==> config.mk <==
export PLATFORM = sky130hd
export DESIGN_NAME = tcp_syn_header_generator
export DESIGN_NICKNAME = d
export VERILOG_FILES = /design/src/rtl/core/tsyn_pkg.sv /design/src/rtl/core/tcp_syn_header_generator.sv /design/src/rtl/core/tsyn_front.sv /design/src/rtl/core/tsyn_queue.sv /design/src/rtl/core/tsyn_back.sv
export SDC_FILE = /design/constraint.sdc
export NUM_CORES = 1
export LEC_CHECK = 0
export ABC_AREA = 1
export BUFFER_PORTS_ARGS = -buffer_cell sky130_fd_sc_hd__buf_2
export CAP_MARGIN = 20
export CORE_ASPECT_RATIO = 1.2
export CORE_MARGIN = 2
export CORE_UTILIZATION = 55
export DETAILED_ROUTE_END_ITERATION = 10
export PLACE_DENSITY = 0.73
export SETUP_SLACK_MARGIN = 0.15
export SLEW_MARGIN = 20
export SYNTH_ARGS = -nofsm -noshare
export SYNTH_HDL_FRONTEND = slang
export SYNTH_SLANG_ARGS = --single-unit
==> constraint.sdc <==
create_clock -name clk -period 7.1 [get_ports clk]
set_clock_uncertainty 0.05 [all_clocks]
set_input_delay 0.355 -clock clk [delete_from_list [all_inputs] [get_ports clk]]
set_output_delay 0.355 -clock clk [all_outputs]
set_load 0.01 [all_outputs]
==> src/rtl/core/tsyn_pkg.sv <==
// ----------------------------------------------------------------------------
// TCP SYN header generator package
// Shared types, constants and the header word selector.
// ----------------------------------------------------------------------------
package tsyn_pkg;

  localparam int unsigned HDR_WORDS   = 20;
  localparam int unsigned QUEUE_DEPTH = 2;

  localparam logic [15:0] WINDOW_RESET = 16'd64495;
  localparam logic [15:0] WORD_VER_IHL = 16'h4500;
  localparam logic [15:0] IP_TOTAL_LEN = 16'd40;
  localparam logic [7:0]  PROTO_TCP    = 8'd6;
  localparam logic [15:0] TCP_HDR_LEN  = 16'd20;
  localparam logic [15:0] WORD_OFF_SYN = 16'h5002;

  // Header word positions
  localparam logic [4:0] WIDX_VER_IHL   = 5'd0;
  localparam logic [4:0] WIDX_TOTAL_LEN = 5'd1;
  localparam logic [4:0] WIDX_TTL_PROTO = 5'd4;
  localparam logic [4:0] WIDX_SRC_HI    = 5'd6;
  localparam logic [4:0] WIDX_SRC_LO    = 5'd7;
  localparam logic [4:0] WIDX_DST_HI    = 5'd8;
  localparam logic [4:0] WIDX_DST_LO    = 5'd9;
  localparam logic [4:0] WIDX_SPORT     = 5'd10;
  localparam logic [4:0] WIDX_DPORT     = 5'd11;
  localparam logic [4:0] WIDX_OFF_FLAGS = 5'd16;
  localparam logic [4:0] WIDX_WINDOW    = 5'd17;
  localparam logic [4:0] WIDX_CSUM      = 5'd18;
  localparam logic [4:0] WIDX_LAST      = 5'd19;

  // Sum of up to ten 16-bit words fits in 20 bits
  localparam int unsigned ACC_W = 20;

  typedef struct packed {
    logic [31:0] ip_saddr;
    logic [31:0] ip_daddr;
    logic [15:0] tcp_sport;
    logic [15:0] tcp_dport;
    logic [7:0]  time_to_live;
  } req_t;

  typedef struct packed {
    logic [15:0] header_word;
    logic [4:0]  word_index;
    logic        last;
  } res_t;

  typedef struct packed {
    req_t        req;
    logic [15:0] window;
    logic [15:0] csum;
  } job_t;

  function automatic logic [15:0] hdr_word(input job_t job, input logic [4:0] idx);
    logic [15:0] w;
    w = 16'h0000;
    case (idx)
      WIDX_VER_IHL:   w = WORD_VER_IHL;
      WIDX_TOTAL_LEN: w = IP_TOTAL_LEN;
      WIDX_TTL_PROTO: w = {job.req.time_to_live, PROTO_TCP};
      WIDX_SRC_HI:    w = job.req.ip_saddr[31:16];
      WIDX_SRC_LO:    w = job.req.ip_saddr[15:0];
      WIDX_DST_HI:    w = job.req.ip_daddr[31:16];
      WIDX_DST_LO:    w = job.req.ip_daddr[15:0];
      WIDX_SPORT:     w = job.req.tcp_sport;
      WIDX_DPORT:     w = job.req.tcp_dport;
      WIDX_OFF_FLAGS: w = WORD_OFF_SYN;
      WIDX_WINDOW:    w = job.window;
      WIDX_CSUM:      w = job.csum;
      default:        w = 16'h0000;
    endcase
    return w;
  endfunction

endpackage

==> src/rtl/core/tcp_syn_header_generator.sv <==
// A request passes the front-end register, a queue slot and the job register before
// its first word is registered at the outputs. Throughput: one word per cycle while
// words are popped; the word sequencer sets this; requests are taken while it runs.
// Reset (rst_n low, synchronous): queues empty, window register back to 64495.
// ----------------------------------------------------------------------------
// TCP SYN header generator
// Builds a 40-byte IPv4 + TCP SYN header with TCP checksum, one word per beat.
// ----------------------------------------------------------------------------
module tcp_syn_header_generator
  import tsyn_pkg::*;
#(
  parameter int unsigned QUEUE_DEPTH_P = QUEUE_DEPTH
) (
  input  logic        clk,
  input  logic        rst_n,
  input  logic        cfg_we,
  input  logic [15:0] cfg_wdata,
  input  logic        in_push,
  output logic        in_full,
  input  req_t        in_req,
  output logic        out_empty,
  input  logic        out_pop,
  output res_t        out_hdr
);

  logic q_push, q_full, q_pop, q_valid;
  job_t q_wdata, q_rdata;

  tsyn_front u_front (
    .clk       (clk),
    .rst_n     (rst_n),
    .cfg_we    (cfg_we),
    .cfg_wdata (cfg_wdata),
    .in_push   (in_push),
    .in_full   (in_full),
    .in_req    (in_req),
    .q_push    (q_push),
    .q_full    (q_full),
    .q_wdata   (q_wdata)
  );

  tsyn_queue #(
    .DEPTH (QUEUE_DEPTH_P)
  ) u_queue (
    .clk     (clk),
    .rst_n   (rst_n),
    .q_push  (q_push),
    .q_full  (q_full),
    .q_wdata (q_wdata),
    .q_pop   (q_pop),
    .q_valid (q_valid),
    .q_rdata (q_rdata)
  );

  tsyn_back u_back (
    .clk       (clk),
    .rst_n     (rst_n),
    .q_pop     (q_pop),
    .q_valid   (q_valid),
    .q_rdata   (q_rdata),
    .out_empty (out_empty),
    .out_pop   (out_pop),
    .out_hdr   (out_hdr)
  );

endmodule

==> src/rtl/core/tsyn_front.sv <==
// ----------------------------------------------------------------------------
// TCP SYN front end
// Holds the window register, takes requests and sums the checksum words.
// ----------------------------------------------------------------------------
module tsyn_front
  import tsyn_pkg::*;
(
  input  logic        clk,
  input  logic        rst_n,
  input  logic        cfg_we,
  input  logic [15:0] cfg_wdata,
  input  logic        in_push,
  output logic        in_full,
  input  req_t        in_req,
  output logic        q_push,
  input  logic        q_full,
  output job_t        q_wdata
);

  logic [15:0]      window_r;
  logic             fr_valid_r, fr_valid_nxt;
  req_t             req_r;
  logic [15:0]      win_snap_r;
  logic [ACC_W-1:0] acc_r, acc_nxt;
  logic [16:0]      fold1;
  logic [16:0]      fold2;
  logic             accept;

  assign q_push  = fr_valid_r && !q_full;
  assign in_full = fr_valid_r && q_full;
  assign accept  = in_push && !in_full;

  always_comb begin
    acc_nxt = ACC_W'(in_req.ip_saddr[31:16]) + ACC_W'(in_req.ip_saddr[15:0])
            + ACC_W'(in_req.ip_daddr[31:16]) + ACC_W'(in_req.ip_daddr[15:0])
            + ACC_W'(in_req.tcp_sport) + ACC_W'(in_req.tcp_dport)
            + ACC_W'(window_r) + ACC_W'(WORD_OFF_SYN)
            + ACC_W'(PROTO_TCP) + ACC_W'(TCP_HDR_LEN);
  end

  // fold twice, then invert
  assign fold1 = 17'(acc_r[ACC_W-1:16]) + 17'(acc_r[15:0]);
  assign fold2 = 17'(fold1[15:0]) + 17'(fold1[16]);

  always_comb begin
    q_wdata.req    = req_r;
    q_wdata.window = win_snap_r;
    q_wdata.csum   = ~fold2[15:0];
  end

  always_comb begin
    fr_valid_nxt = fr_valid_r;
    if (accept) begin
      fr_valid_nxt = 1'b1;
    end else if (q_push) begin
      fr_valid_nxt = 1'b0;
    end
  end

  always_ff @(posedge clk) begin
    if (!rst_n) begin
      window_r   <= WINDOW_RESET;
      fr_valid_r <= 1'b0;
    end else begin
      fr_valid_r <= fr_valid_nxt;
      if (cfg_we) begin
        window_r <= cfg_wdata;
      end
    end
  end

  always_ff @(posedge clk) begin
    if (accept) begin
      req_r      <= in_req;
      win_snap_r <= window_r;
      acc_r      <= acc_nxt;
    end
  end

endmodule

==> src/rtl/core/tsyn_queue.sv <==
// ----------------------------------------------------------------------------
// TCP SYN job queue
// Small FIFO of prepared header jobs between front end and word sequencer.
// ----------------------------------------------------------------------------
module tsyn_queue
  import tsyn_pkg::*;
#(
  parameter int unsigned DEPTH = QUEUE_DEPTH
) (
  input  logic clk,
  input  logic rst_n,
  input  logic q_push,
  output logic q_full,
  input  job_t q_wdata,
  input  logic q_pop,
  output logic q_valid,
  output job_t q_rdata
);

  localparam int unsigned PTR_W = (DEPTH > 1) ? $clog2(DEPTH) : 1;
  localparam int unsigned CNT_W = $clog2(DEPTH + 1);
  localparam logic [PTR_W-1:0] PTR_LAST = PTR_W'(DEPTH - 1);

  job_t             slot_r [DEPTH];
  logic [PTR_W-1:0] wr_ptr_r, wr_ptr_nxt;
  logic [PTR_W-1:0] rd_ptr_r, rd_ptr_nxt;
  logic [CNT_W-1:0] cnt_r, cnt_nxt;
  logic             do_push, do_pop;

  assign q_full  = (cnt_r == CNT_W'(DEPTH));
  assign q_valid = (cnt_r != '0);
  assign q_rdata = slot_r[rd_ptr_r];
  assign do_push = q_push && !q_full;
  assign do_pop  = q_pop && q_valid;

  always_comb begin
    wr_ptr_nxt = wr_ptr_r;
    rd_ptr_nxt = rd_ptr_r;
    cnt_nxt    = cnt_r;
    if (do_push) begin
      wr_ptr_nxt = (wr_ptr_r == PTR_LAST) ? '0 : wr_ptr_r + 1'b1;
    end
    if (do_pop) begin
      rd_ptr_nxt = (rd_ptr_r == PTR_LAST) ? '0 : rd_ptr_r + 1'b1;
    end
    if (do_push && !do_pop) begin
      cnt_nxt = cnt_r + 1'b1;
    end else if (do_pop && !do_push) begin
      cnt_nxt = cnt_r - 1'b1;
    end
  end

  always_ff @(posedge clk) begin
    if (!rst_n) begin
      wr_ptr_r <= '0;
      rd_ptr_r <= '0;
      cnt_r    <= '0;
    end else begin
      wr_ptr_r <= wr_ptr_nxt;
      rd_ptr_r <= rd_ptr_nxt;
      cnt_r    <= cnt_nxt;
    end
  end

  always_ff @(posedge clk) begin
    if (do_push) begin
      slot_r[wr_ptr_r] <= q_wdata;
    end
  end

endmodule

==> src/rtl/core/tsyn_back.sv <==
// ----------------------------------------------------------------------------
// TCP SYN word sequencer
// Walks one job through its twenty header words into the output register.
// ----------------------------------------------------------------------------
module tsyn_back
  import tsyn_pkg::*;
(
  input  logic clk,
  input  logic rst_n,
  output logic q_pop,
  input  logic q_valid,
  input  job_t q_rdata,
  output logic out_empty,
  input  logic out_pop,
  output res_t out_hdr
);

  job_t       cur_r;
  logic       cur_valid_r, cur_valid_nxt;
  logic [4:0] cnt_r, cnt_nxt;
  logic       out_valid_r, out_valid_nxt;
  res_t       out_r;
  logic       beat_taken, load, at_last;

  assign beat_taken = out_pop && out_valid_r;
  assign load       = cur_valid_r && (!out_valid_r || beat_taken);
  assign at_last    = (cnt_r == WIDX_LAST);
  assign q_pop      = q_valid && (!cur_valid_r || (load && at_last));
  assign out_empty  = !out_valid_r;
  assign out_hdr    = out_r;

  always_comb begin
    cur_valid_nxt = cur_valid_r;
    cnt_nxt       = cnt_r;
    out_valid_nxt = out_valid_r;
    if (load) begin
      out_valid_nxt = 1'b1;
      if (at_last) begin
        cnt_nxt       = '0;
        cur_valid_nxt = 1'b0;
      end else begin
        cnt_nxt = cnt_r + 1'b1;
      end
    end else if (beat_taken) begin
      out_valid_nxt = 1'b0;
    end
    if (q_pop) begin
      cur_valid_nxt = 1'b1;
    end
  end

  always_ff @(posedge clk) begin
    if (!rst_n) begin
      cur_valid_r <= 1'b0;
      cnt_r       <= '0;
      out_valid_r <= 1'b0;
    end else begin
      cur_valid_r <= cur_valid_nxt;
      cnt_r       <= cnt_nxt;
      out_valid_r <= out_valid_nxt;
    end
  end

  always_ff @(posedge clk) begin
    if (q_pop) begin
      cur_r <= q_rdata;
    end
    if (load) begin
      out_r.header_word <= hdr_word(cur_r, cnt_r);
      out_r.word_index  <= cnt_r;
      out_r.last        <= at_last;
    end
  end

endmodule

==> metrics.txt <==
# TYPE chip_impl_metric gauge
chip_impl_info{name="status",value="completed"} 1
chip_impl_metric{name="p_leak",unit="nW"} 11.98
chip_impl_metric{name="maxCapViolations",unit=""} 0
chip_impl_metric{name="timing.max_slew.rel_slack",unit=""} 0.3373
chip_impl_metric{name="grt_util_all_layers",unit=""} 0.2654
chip_impl_metric{name="totalWireLength",unit="microns"} 60770
chip_impl_metric{name="worst-slew-pin-transition",unit="ns"} 0.9940
chip_impl_metric{name="place.detailed.instances",unit=""} 2651
chip_impl_metric{name="fin_util",unit=""} 0.6585
chip_impl_metric{name="synth_edf_count",unit=""} 570
chip_impl_metric{name="detailed_place.area",unit="sq mm"} 0.02657
chip_impl_metric{name="timing.final.hold_violations",unit=""} 0
chip_impl_metric{name="die_area",unit="sq mm"} 0.04739
chip_impl_metric{name="post-route-cell-area",unit="sq mm"} 0.02963
chip_impl_metric{name="gp_congestion",unit=""} 0.9306
chip_impl_metric{name="cts_resized",unit=""} 0
chip_impl_info{name="clock_tree.root_cell",value="sky130_fd_sc_hd__clkbuf_16"} 1
chip_impl_info{name="timing.setup.critical_path_class",value="in -> reg"} 1
chip_impl_metric{name="core_area",unit="sq mm"} 0.04499
chip_impl_info{name="whs_endpoint",value="u_front.fr_valid_r"} 1
chip_impl_metric{name="filler_cell_count",unit=""} 3179
chip_impl_info{name="worst_r2r_startpoint",value="u_front.window_r[1]"} 1
chip_impl_metric{name="detail-route-antenna-nets",unit=""} 0
chip_impl_info{name="worstHoldStart",value="in_push"} 1
chip_impl_metric{name="wire_per_inst",unit="microns"} 21.09
chip_impl_metric{name="synthesis.nets",unit=""} 2178
chip_impl_metric{name="drc",unit=""} 0
chip_impl_metric{name="post-dp-hpwl",unit="microns"} 41050
chip_impl_metric{name="finish.net_count",unit=""} 2474
chip_impl_metric{name="ff2ff_setup_slack",unit="ns"} 2.59
chip_impl_metric{name="synth.avg_cell_area",unit="sq um"} 13.03
chip_impl_metric{name="layout.area.seq",unit="sq mm"} 0.01768
chip_impl_metric{name="first_iter_violations",unit=""} 1368
chip_impl_metric{name="syn_inst",unit=""} 1927
chip_impl_metric{name="grt_start_max_net_pins",unit=""} 139
chip_impl_info{name="grt_setup_unrepaired",value="false"} 1
chip_impl_metric{name="placement_rows",unit=""} 85
chip_impl_metric{name="multi_input_area",unit="sq mm"} 0.006574
chip_impl_metric{name="holdBufCountCts",unit=""} 121
chip_impl_metric{name="clock_power_share",unit=""} 0.239
chip_impl_metric{name="clock_sink_count",unit=""} 598
chip_impl_metric{name="top_level_ports",unit=""} 149
chip_impl_metric{name="clock.fmax",unit="MHz"} 174.0
chip_impl_metric{name="post_synth_num_cell_types",unit=""} 45
chip_impl_metric{name="power",unit="mW"} 12.27
chip_impl_metric{name="critPathMaxFanout",unit=""} 4
chip_impl_metric{name="switching_power",unit="mW"} 4.316
chip_impl_metric{name="final.setup.tns",unit="ns"} 0
chip_impl_metric{name="die_span_in_x",unit="microns"} 199.1
chip_impl_metric{name="period_utilization",unit=""} 0.8096
chip_impl_metric{name="path_clk_slew",unit="ns"} 0.06
chip_impl_metric{name="placement.io_buffers",unit=""} 148
chip_impl_metric{name="via_count_of_the_first_global_routing_pass",unit=""} 15620
chip_impl_metric{name="layout_area_growth_over_synthesis",unit="%"} 17.97
chip_impl_info{name="sort_of_element_at_the_end_of_the_critical_path",value="register"} 1
chip_impl_metric{name="ctsLongestPathBuffers",unit=""} 3
chip_impl_info{name="kind_of_start_point_of_the_critical_path",value="input pin"} 1
chip_impl_info{name="synth_top_flop_cell",value="sky130_fd_sc_hd__edfxtp_1"} 1
chip_impl_metric{name="hold_slack",unit="ns"} 0.05650
chip_impl_metric{name="die_y",unit="microns"} 238.1
chip_impl_metric{name="power.density_cell_area",unit="mW/mm^2"} 414.2
chip_impl_info{name="cts_tree",value="done"} 1
chip_impl_metric{name="finalSetupViolations",unit=""} 0
chip_impl_metric{name="pwr-share-comb",unit=""} 0.314
chip_impl_metric{name="post-route-min-period",unit="ns"} 5.748
chip_impl_metric{name="routed-via-count",unit=""} 15480
chip_impl_info{name="timing.hold.worst.class",value="in -> reg"} 1
chip_impl_metric{name="synth-seq-cells",unit=""} 598
chip_impl_metric{name="clk-insertion-delay-late",unit="ns"} 0.64
chip_impl_metric{name="drv_slew",unit=""} 0
chip_impl_metric{name="worst_ir_drop_vdd",unit="mV"} 0.2971
chip_impl_metric{name="gr-total-overflow",unit=""} 0
chip_impl_metric{name="holdPathStages",unit=""} 3
chip_impl_metric{name="setup_ws",unit="ns"} 1.352
chip_impl_metric{name="synth_warnings",unit=""} 0
chip_impl_info{name="rr_endpoint",value="u_front.acc_r[15]"} 1
chip_impl_metric{name="ys_async_sr_fraction",unit=""} 0
chip_impl_metric{name="worstPathArrival",unit="ns"} 6.06
chip_impl_metric{name="power.share.sequential",unit=""} 0.446
chip_impl_metric{name="viasPerCell",unit=""} 5.372
chip_impl_metric{name="cts-buffers-inserted",unit=""} 57
chip_impl_metric{name="synthesis.area",unit="sq mm"} 0.02511
chip_impl_metric{name="drive_above_1_share",unit=""} 0.1272
chip_impl_metric{name="worstRegToRegCells",unit=""} 17
chip_impl_metric{name="antenna_found_initial",unit=""} 2
chip_impl_metric{name="p_sw_frac",unit=""} 0.3517
chip_impl_metric{name="cts-htree-levels",unit=""} 2
chip_impl_metric{name="internal_power",unit="mW"} 7.956
chip_impl_metric{name="start_util",unit=""} 0.5583
chip_impl_metric{name="post_cts_buffers",unit=""} 0
chip_impl_metric{name="number_of_iterations_in_the_first_detailed_routing_pass",unit=""} 5
chip_impl_metric{name="required",unit="ns"} 7.41
chip_impl_metric{name="yosysSeqAreaShare",unit=""} 0.7039
chip_impl_metric{name="place_ws",unit="ns"} 1.298
chip_impl_metric{name="grt_pass1_wl",unit="microns"} 91370
chip_impl_metric{name="finalNonFillerCells",unit=""} 2882
## cell type report
type	instances	area share
Timing Repair Buffer	284	0.07011
Tap cell	609	0.02572
Clock inverter	39	0.01077
Antenna cell	1	0.00008447
Sequential cell	598	0.5968
Inverter	184	0.02395
Multi-Input combinational cell	1098	0.2219
Clock buffer	69	0.05068
## registers in the layout, indices dropped and copies added (netlist names)
| name | count |
|---|---|
| u_queue.slot_r | 272 |
| u_back.cur_r | 136 |
| u_front.q_wdata | 104 |
| u_back.out_hdr | 22 |
| u_front.acc_r | 20 |
| u_front.win_snap_r | 16 |
| u_front.window_r | 16 |
| u_back.cnt_r | 5 |
| u_queue.cnt_r | 2 |
| u_back.cur_valid_r | 1 |
| u_back.out_valid_r | 1 |
| u_front.fr_valid_r | 1 |
| u_queue.rd_ptr_r | 1 |
| u_queue.wr_ptr_r | 1 |
## synthesized netlist by cell type (2+ instances only)
| cell type | instances | area (sq um) |
|---|---|---|
| sky130_fd_sc_hd__a32o_1 | 10 | 100.1 |
| sky130_fd_sc_hd__nand2_4 | 3 | 33.78 |
| sky130_fd_sc_hd__nand2_2 | 11 | 68.82 |
| sky130_fd_sc_hd__buf_2 | 6 | 30.03 |
| sky130_fd_sc_hd__a211oi_1 | 7 | 52.55 |
| sky130_fd_sc_hd__o21bai_1 | 3 | 22.52 |
| sky130_fd_sc_hd__nand4_1 | 22 | 137.6 |
| sky130_fd_sc_hd__o21ai_0 | 30 | 150.1 |
| sky130_fd_sc_hd__nor2_2 | 5 | 31.28 |
| sky130_fd_sc_hd__fa_1 | 66 | 1321 |
| sky130_fd_sc_hd__nor2_1 | 60 | 225.2 |
| sky130_fd_sc_hd__nand2_1 | 611 | 2293 |
| sky130_fd_sc_hd__a21o_1 | 8 | 60.06 |
| sky130_fd_sc_hd__nand3_1 | 64 | 320.3 |
| sky130_fd_sc_hd__xor2_1 | 18 | 157.7 |
| sky130_fd_sc_hd__buf_1 | 7 | 26.28 |
| sky130_fd_sc_hd__a221oi_1 | 17 | 148.9 |
| sky130_fd_sc_hd__clkbuf_1 | 32 | 120.1 |
| sky130_fd_sc_hd__dfxtp_1 | 28 | 560.5 |
| sky130_fd_sc_hd__edfxtp_1 | 570 | 17120 |
| sky130_fd_sc_hd__nand3b_1 | 4 | 30.03 |
| sky130_fd_sc_hd__inv_1 | 179 | 671.9 |
| sky130_fd_sc_hd__xnor2_1 | 14 | 122.6 |
| sky130_fd_sc_hd__a22o_1 | 5 | 43.79 |
| sky130_fd_sc_hd__nor3_1 | 8 | 40.04 |
| sky130_fd_sc_hd__and3_1 | 3 | 18.77 |
| sky130_fd_sc_hd__a21oi_1 | 51 | 255.2 |
| sky130_fd_sc_hd__ha_1 | 60 | 750.7 |
| sky130_fd_sc_hd__inv_2 | 2 | 7.510 |
| sky130_fd_sc_hd__nor2_4 | 5 | 56.30 |
| sky130_fd_sc_hd__nand3_2 | 3 | 30.03 |
| sky130_fd_sc_hd__clkinv_1 | 2 | 7.510 |
## routing by layer
layer	wire, microns	track usage
met5	0	0
met4	2990	0.1183
met3	4027	0.04000
met2	30120	0.4456
met1	23630	0.3439
## power by group through the flow
stage	clock [mW]	combinational, mW	sequential (mW)
after floorplan	0	2.67	5.38
after global placement	0	3.70	5.51
after detailed placement	0	3.77	5.54
after CTS	2.98	3.85	5.47
after global routing	3.12	4.36	5.53
final	2.94	3.86	5.48
## worst max path at each step
stage | endpoint | depth (start not counted) | startpoint | slack (ns)
2_1_floorplan | u_front.acc_r[17] | 23 | in_req[72] | 2.03
4_1_cts | u_front.acc_r[19] | 25 | in_req[72] | 1.41
5_1_grt | u_front.acc_r[17] | 22 | in_req[74] | 0.98
6_report | u_front.acc_r[19] | 25 | in_req[88] | 1.35
3_5_place_dp | u_front.acc_r[19] | 24 | in_req[72] | 1.30
3_3_place_gp | u_front.acc_r[17] | 24 | in_req[72] | 1.34
## worst max-delay path, stage by stage
cell,delay (ns)
sky130_fd_sc_hd__dlygate4sd3_1,0.56
sky130_fd_sc_hd__buf_2,0.14
sky130_fd_sc_hd__ha_1,0.21
sky130_fd_sc_hd__fa_1,0.41
sky130_fd_sc_hd__nand3_1,0.10
sky130_fd_sc_hd__nand3_1,0.10
sky130_fd_sc_hd__a21oi_1,0.45
sky130_fd_sc_hd__inv_1,0.12
sky130_fd_sc_hd__a21o_1,0.20
sky130_fd_sc_hd__nand2_1,0.08
sky130_fd_sc_hd__nand3_1,0.08
sky130_fd_sc_hd__nand2_1,0.06
sky130_fd_sc_hd__nand2_1,0.07
sky130_fd_sc_hd__ha_1,0.30
sky130_fd_sc_hd__fa_1,0.52
sky130_fd_sc_hd__fa_1,0.55
sky130_fd_sc_hd__inv_1,0.05
sky130_fd_sc_hd__fa_1,0.45
sky130_fd_sc_hd__ha_1,0.37
sky130_fd_sc_hd__a21oi_1,0.19
sky130_fd_sc_hd__o21ai_0,0.15
sky130_fd_sc_hd__a221oi_1,0.31
sky130_fd_sc_hd__nand2_1,0.12
sky130_fd_sc_hd__nand2_1,0.07
sky130_fd_sc_hd__nand2_1,0.05
## kinds of logic after synthesis
family / Yosys count / synth area share
AOI/OAI and AO/OA: 137 / 0.03532
xor gates and xnor gates: 32 / 0.01116
adders and majority gates: 126 / 0.08250
buffers and inverters: 231 / 0.03507
DFF: 598 / 0.7039
and+or+nand+nor: 803 / 0.1321
## placed cells by master, fill, tap and decap left out, types with 8 or more instances in the layout
master / count
sky130_fd_sc_hd__clkbuf_16: 57
sky130_fd_sc_hd__fa_1: 66
sky130_fd_sc_hd__nor3_1: 8
sky130_fd_sc_hd__a32o_1: 10
sky130_fd_sc_hd__nand2_2: 11
sky130_fd_sc_hd__dfxtp_1: 27
sky130_fd_sc_hd__inv_1: 176
sky130_fd_sc_hd__clkbuf_1: 9
sky130_fd_sc_hd__a21o_1: 8
sky130_fd_sc_hd__dlygate4sd3_1: 121
sky130_fd_sc_hd__clkinv_2: 14
sky130_fd_sc_hd__edfxtp_1: 570
sky130_fd_sc_hd__buf_2: 148
sky130_fd_sc_hd__ha_1: 60
sky130_fd_sc_hd__a21oi_1: 51
sky130_fd_sc_hd__buf_4: 14
sky130_fd_sc_hd__nand4_1: 22
sky130_fd_sc_hd__nand2_1: 611
sky130_fd_sc_hd__o21ai_0: 30
sky130_fd_sc_hd__xnor2_1: 14
sky130_fd_sc_hd__nor2_1: 57
sky130_fd_sc_hd__clkinv_1: 16
sky130_fd_sc_hd__a221oi_1: 17
sky130_fd_sc_hd__xor2_1: 18
sky130_fd_sc_hd__nand3_1: 64
(Power assumes the default switching activity.)
